File: src/mps_pkg.sv
// Shared types and constants for the mono page sprite blitter.
// Used by mps_addr and the top module; depends on nothing else.
package mps_pkg;

   // Operation codes carried in the opcode field.
   localparam logic [1:0] OP_PUT    = 2'd0;
   localparam logic [1:0] OP_SPRITE = 2'd1;
   localparam logic [1:0] OP_READ   = 2'd2;

   // Register reset value and pixel geometry.
   localparam logic [7:0] ROW_BYTES_RESET = 8'd50;
   localparam logic [7:0] MSB_MASK        = 8'h80;
   localparam int unsigned ROWS_PER_PAGE  = 8;

   // Row base (y * row_bytes) fits 16 bits; a full byte address with the
   // column byte added is compared against the store size in 17 bits.
   localparam int unsigned BASE_W = 16;
   localparam int unsigned FULL_W = 17;

   // One input beat.
   typedef struct packed {
      logic [1:0]  opcode;
      logic [7:0]  origin_x;
      logic [7:0]  origin_y;
      logic        color;
      logic [7:0]  column;
      logic [4:0]  page;
      logic [7:0]  pixels;
      logic [7:0]  sprite_width;
      logic [7:0]  sprite_height;
      logic [13:0] read_address;
   } req_type;

   // One result beat.
   typedef struct packed {
      logic [7:0] read_data;
      logic       dropped;
   } rsp_type;

   // Sequencer states.
   typedef enum logic [2:0] {
      ST_CLEAR,
      ST_IDLE,
      ST_ROW,
      ST_WRITE,
      ST_RDATA,
      ST_DONE
   } state_type;

   // Control from the sequencer to the address unit.
   typedef struct packed {
      logic load;
      logic advance;
   } addr_ctl_type;

   // Bit mask of pixel x within its store byte, MSB first.
   function automatic logic [7:0] pixel_mask(input logic [2:0] bit_sel);
      pixel_mask = MSB_MASK >> bit_sel;
   endfunction

endpackage

File: src/mps_addr.sv
// Byte address generator for pixel writes: keeps the current row base.
// Uses mps_pkg for widths and the control struct.
module mps_addr import mps_pkg::*; #(
   parameter int unsigned STORE_BYTES = 16384,
   localparam int unsigned ADDR_W     = $clog2(STORE_BYTES)
) (
   input  logic              clock,
   input  addr_ctl_type      ctl,
   input  logic [7:0]        load_y,
   input  logic [4:0]        load_xbyte,
   input  logic [7:0]        row_bytes,
   output logic [ADDR_W-1:0] addr,
   output logic              in_range
);

   logic [7:0]        y_ff;
   logic [BASE_W-1:0] base_ff;
   logic [4:0]        xbyte_ff;
   logic [FULL_W-1:0] full_addr;

   // Load multiplies the start row once; each step moves one row down,
   // wrapping from row 255 back to row 0.
   always_ff @(posedge clock) begin
      if (ctl.load) begin
         y_ff     <= load_y;
         base_ff  <= {8'd0, load_y} * {8'd0, row_bytes};
         xbyte_ff <= load_xbyte;
      end else if (ctl.advance) begin
         y_ff <= y_ff + 8'd1;
         if (y_ff == 8'hFF) begin
            base_ff <= '0;
         end else begin
            base_ff <= base_ff + {8'd0, row_bytes};
         end
      end
   end

   // Byte address and range check against the store size.
   assign full_addr = {1'b0, base_ff} + {12'd0, xbyte_ff};
   assign in_range  = full_addr < FULL_W'(STORE_BYTES);
   assign addr      = full_addr[ADDR_W-1:0];

endmodule

File: config.mk
export PLATFORM = sky130hd
export DESIGN_NAME = mps_addr
export DESIGN_NICKNAME = d
export VERILOG_FILES = /design/src/mps_pkg.sv /design/src/mps_addr.sv
export SDC_FILE = /design/constraint.sdc
export NUM_CORES = 1
export LEC_CHECK = 0
export ABC_AREA = 1
export BUFFER_PORTS_ARGS = -buffer_cell sky130_fd_sc_hd__buf_2
export CORE_MARGIN = 8
export CORE_UTILIZATION = 42
export CTS_BUF_LIST = sky130_fd_sc_hd__clkbuf_4 sky130_fd_sc_hd__clkbuf_8
export DETAILED_ROUTE_END_ITERATION = 12
export GPL_TIMING_DRIVEN = 0
export SLEW_MARGIN = 15
export SYNTH_ARGS = -nofsm -noshare
export SYNTH_HDL_FRONTEND = slang
export SYNTH_SLANG_ARGS = --single-unit
File: constraint.sdc
create_clock -name clock -period 9.71 [get_ports clock]
set_input_delay 0 -clock clock [delete_from_list [all_inputs] [get_ports clock]]
set_output_delay 0 -clock clock [all_outputs]
set_load 0.01 [all_outputs]
==> qor.csv <==
stage;metric;value;unit
outcome;status;finished, final reports clean;
sta;Final Skew;0.0147;ns
setup_path;FF-to-FF path depth;9;
clock_tree;post-CTS sizing;0;
clock_tree;Inserted Clock Buffers;5;
sta;hold slack;0.0130;ns
synth;Net Count, Synth;796;
power_and_ir_drop;combinational share of power;0.674;
synth;top post-synthesis cells by area;edfxtp_1 18%, nand2_1 17%, fa_1 16%;
global_route;first-pass GRT wire length;19900;um
synth;Synthesis Warnings;0;
synth;Yosys top cell by area;edfxtp_1;
hold_path;Worst Hold End;xbyte_ff[1];
setup_path;WS Path Type;input port to flip-flop;
detailed_routing;First-pass DRT Iterations;4;
synth;Synth cell types;32;
die;Die Y;122;um
die;Std-Cell Rows;38;
sta;setup_tns;0;ns
hold_path;Hold Path Depth;1;
global_route;number of global-route vias before repair;4482;
die;die area;14900;um^2
flow_run;max cap viols;0;
synth;Synth Instances;684;
detailed_routing;DR WL/cell;12.9;um
clock_tree;clock root cell;clkbuf_8;
global_route;total track usage;0.164;
power_and_ir_drop;Internal Pwr Total;0.500;mW
synth;FF+latch count, synth;29;
sta;Fmax;255;MHz
sta;post-route clock period utilization;0.403;
clock_tree;Clk Latency, worst-skew pair;0.29;ns
detailed_routing;final antenna-violating net count;0;
layout;post-route cell area;5180;um^2
synth;area share of the largest cell type after synthesis;0.185;
power_and_ir_drop;Worst VDD drop;0.110;mV
detailed_routing;drt via density;4.93;
sta;# setup viols final;0;
detailed_routing;DR vias;4271;
die;number of top-level pins;39;
sta;Tmin final;3.92;ns
power_and_ir_drop;Clock power frac;0.099;
hold_path;type of the tightest min-delay check;input port to flip-flop;
setup_path;critical path launch point type;input port;
power_and_ir_drop;leakage;3.11;nW
synth;Synth Flop Type;edfxtp_1;
sta;Slew Limit Fails;0;
layout;final net count;838;
detailed_routing;Residual DRC;0;
global_route;largest net degree at the start of global routing;25;
die;Starting Density;0.433;
synth;post-synthesis sequential area ratio;0.185;
synth;synthesized area per cell;6.90;um^2
sta;Worst-Margin Slew;0.622;ns
setup_path;crit path DAT;3.96;ns
place;Buffers on Ports;30;
global_route;initial antenna violation count;0;
place;HPWL after DPL;9310;um
setup_path;origin of the critical flop-to-flop path;base_ff[0];
setup_path;R2R Setup Slk;7.71;ns
power_and_ir_drop;Sequential Power Share;0.227;
place;Inst Count DP;854;
setup_path;nature of the critical path endpoint;flip-flop;
sta;Hold Violations, Final;0;
sta;Slew HR;0.585;
place;GP Congestion;0.889;
layout;n_diodes;0;
die;Core Region;10900;um^2
synth;Synth Cell Area;4720;um^2
synth;asr flop ratio synth;0;
setup_path;Critical Path RT;9.75;ns
setup_path;crit path launch;row_bytes[7];
power_and_ir_drop;Switch Pwr;0.531;mW
global_route;total gr overflow;0;
layout;Post-Layout Cell Count;867;
sta;RSZ-0062 raised after global routing;false;
clock_tree;H-tree levels;2;
clock_tree;clk buf depth;2;
power_and_ir_drop;pwr dens;199;nW/um^2
detailed_routing;routed wire length;11200;um
setup_path;RR Endpoint;base_ff[8];
detailed_routing;initial drt markers;202;
setup_path;maximum fanout along the worst path;8;
power_and_ir_drop;switching share of total power;0.515;
synth;Post-synth EDFFs;29;
layout;layout cells sized above 1;0.0743;
clock_tree;CTS tree;yes;
clock_tree;CTS clk-pin slew, worst paths;0.07;ns
clock_tree;Num Clock Sinks;29;
die;width of the die;122;um
layout;Area Growth Syn to Fin;9.78;%
hold_path;hold_sp;ctl[1];
place;DP Area;5040;um^2
-- power by group through the flow --
| stage | Sequential, mW | Clock [mW] | Combinational [mW] |
|---|---|---|---|
| 2_1_floorplan | 0.221 | 0 | 0.531 |
| 3_3_place_gp | 0.235 | 0 | 0.681 |
| 3_5_place_dp | 0.235 | 0 | 0.693 |
| 4_1_cts | 0.233 | 0.105 | 0.700 |
| 5_1_grt | 0.240 | 0.108 | 0.815 |
| 6_report | 0.234 | 0.103 | 0.695 |
-- synth_stat cells (all sizes together), types with 2 or more instances --
| cell type | instances |
|---|---|
| clkbuf | 11 |
| or2 | 2 |
| nor3 | 5 |
| nand2 | 221 |
| nand3b | 2 |
| ha | 50 |
| fa | 38 |
| a21oi | 16 |
| a31oi | 2 |
| nand4 | 8 |
| edfxtp | 29 |
| xnor2 | 8 |
| nand3 | 52 |
| inv | 164 |
| xor2 | 15 |
| nor2 | 29 |
| buf | 9 |
| o21ai | 16 |
-- metrics by stage --
step	power, mW	util	setup slack, ns
2_1_floorplan	0.752	-	6.04
3_3_place_gp	0.915	0.463	5.52
3_5_place_dp	0.928	0.463	5.50
4_1_cts	1.04	0.476	5.80
5_1_grt	1.16	0.476	5.50
6_report	1.03	0.476	5.79
-- state kept, by name, indices dropped and copies added (netlist names) --
signal and flops:
base_ff 16, xbyte_ff 5, y_ff 8
-- area by class of cell --
cell class	instances	area, um^2
Timing Repair Buffer	35	200
Multi-Input combinational cell	471	3150
Fill cell	1145	5710
Tap cell	140	175
Buffer	20	78.8
Sequential cell	29	871
Clock buffer	5	68.8
Inverter	164	616
Clock inverter	3	17.5
-- cell usage in the layout, fill, tap and decap left out, types with 2 or more instances in the layout --
| cell type | Yosys | routed |
|---|---|---|
| dlygate4sd3_1 | 0 | 5 |
| edfxtp_1 | 29 | 29 |
| nand2_1 | 216 | 216 |
| xnor2_1 | 8 | 8 |
| inv_2 | 2 | 2 |
| nand2_2 | 5 | 5 |
| clkbuf_8 | 0 | 5 |
| a31oi_1 | 2 | 2 |
| inv_1 | 162 | 162 |
| nand3_1 | 51 | 51 |
| nor2_1 | 27 | 27 |
| or2_2 | 2 | 2 |
| o21ai_0 | 16 | 16 |
| clkbuf_1 | 11 | 11 |
| nand3b_1 | 2 | 2 |
| nand4_1 | 8 | 8 |
| ha_1 | 50 | 50 |
| nor3_1 | 3 | 3 |
| clkinv_2 | 0 | 2 |
| a21oi_1 | 16 | 16 |
| nor2_2 | 2 | 2 |
| fa_1 | 38 | 38 |
| buf_1 | 8 | 8 |
| buf_2 | 0 | 30 |
| xor2_1 | 15 | 15 |
-- worst max path at each step --
stage	endpoint	slack, ns	cells past startpoint
floorplan	base_ff[14]	6.04	18
global placement	base_ff[15]	5.52	17
detailed placement	base_ff[15]	5.50	17
CTS	base_ff[15]	5.80	18
global route	base_ff[14]	5.50	18
finish	base_ff[15]	5.79	18
-- what timing repair did --
action	4_1_cts	5_1_grt
buffers inserted	0	0
endpoints found under the hold margin	5	0
setup endpoints to repair	0	0
hold buffers	5	0
-- cells by family after synthesis --
family          Yosys count  synth area share
compound gates           39            0.0453
xor+xnor                 23            0.0427
fa+ha+maj                88             0.294
buf+inv                 184             0.147
flops                    29             0.185
simple gates            321             0.287
-- critical path, cell delays in order --
cell and delay, ns:
buf_2 0.13, buf_1 0.32, nand2_1 0.14, fa_1 0.53
fa_1 0.54, inv_1 0.05, fa_1 0.54, inv_1 0.06
fa_1 0.52, inv_1 0.04, ha_1 0.36, nand2_1 0.11
nor2_1 0.16, nand3_1 0.12, nand3_1 0.09, nand2_1 0.05
nand3_1 0.13, nand2_1 0.07
-- layer usage --
metal,up-vias,routed length (um),global-route usage
li1,2161,-,-
met1,1994,5190,0.203
met2,102,5260,0.287
met3,14,542,0.0190
met4,0,235,0.0571
met5,-,0,0
Note: power is estimated with default switching activity, not from simulation.
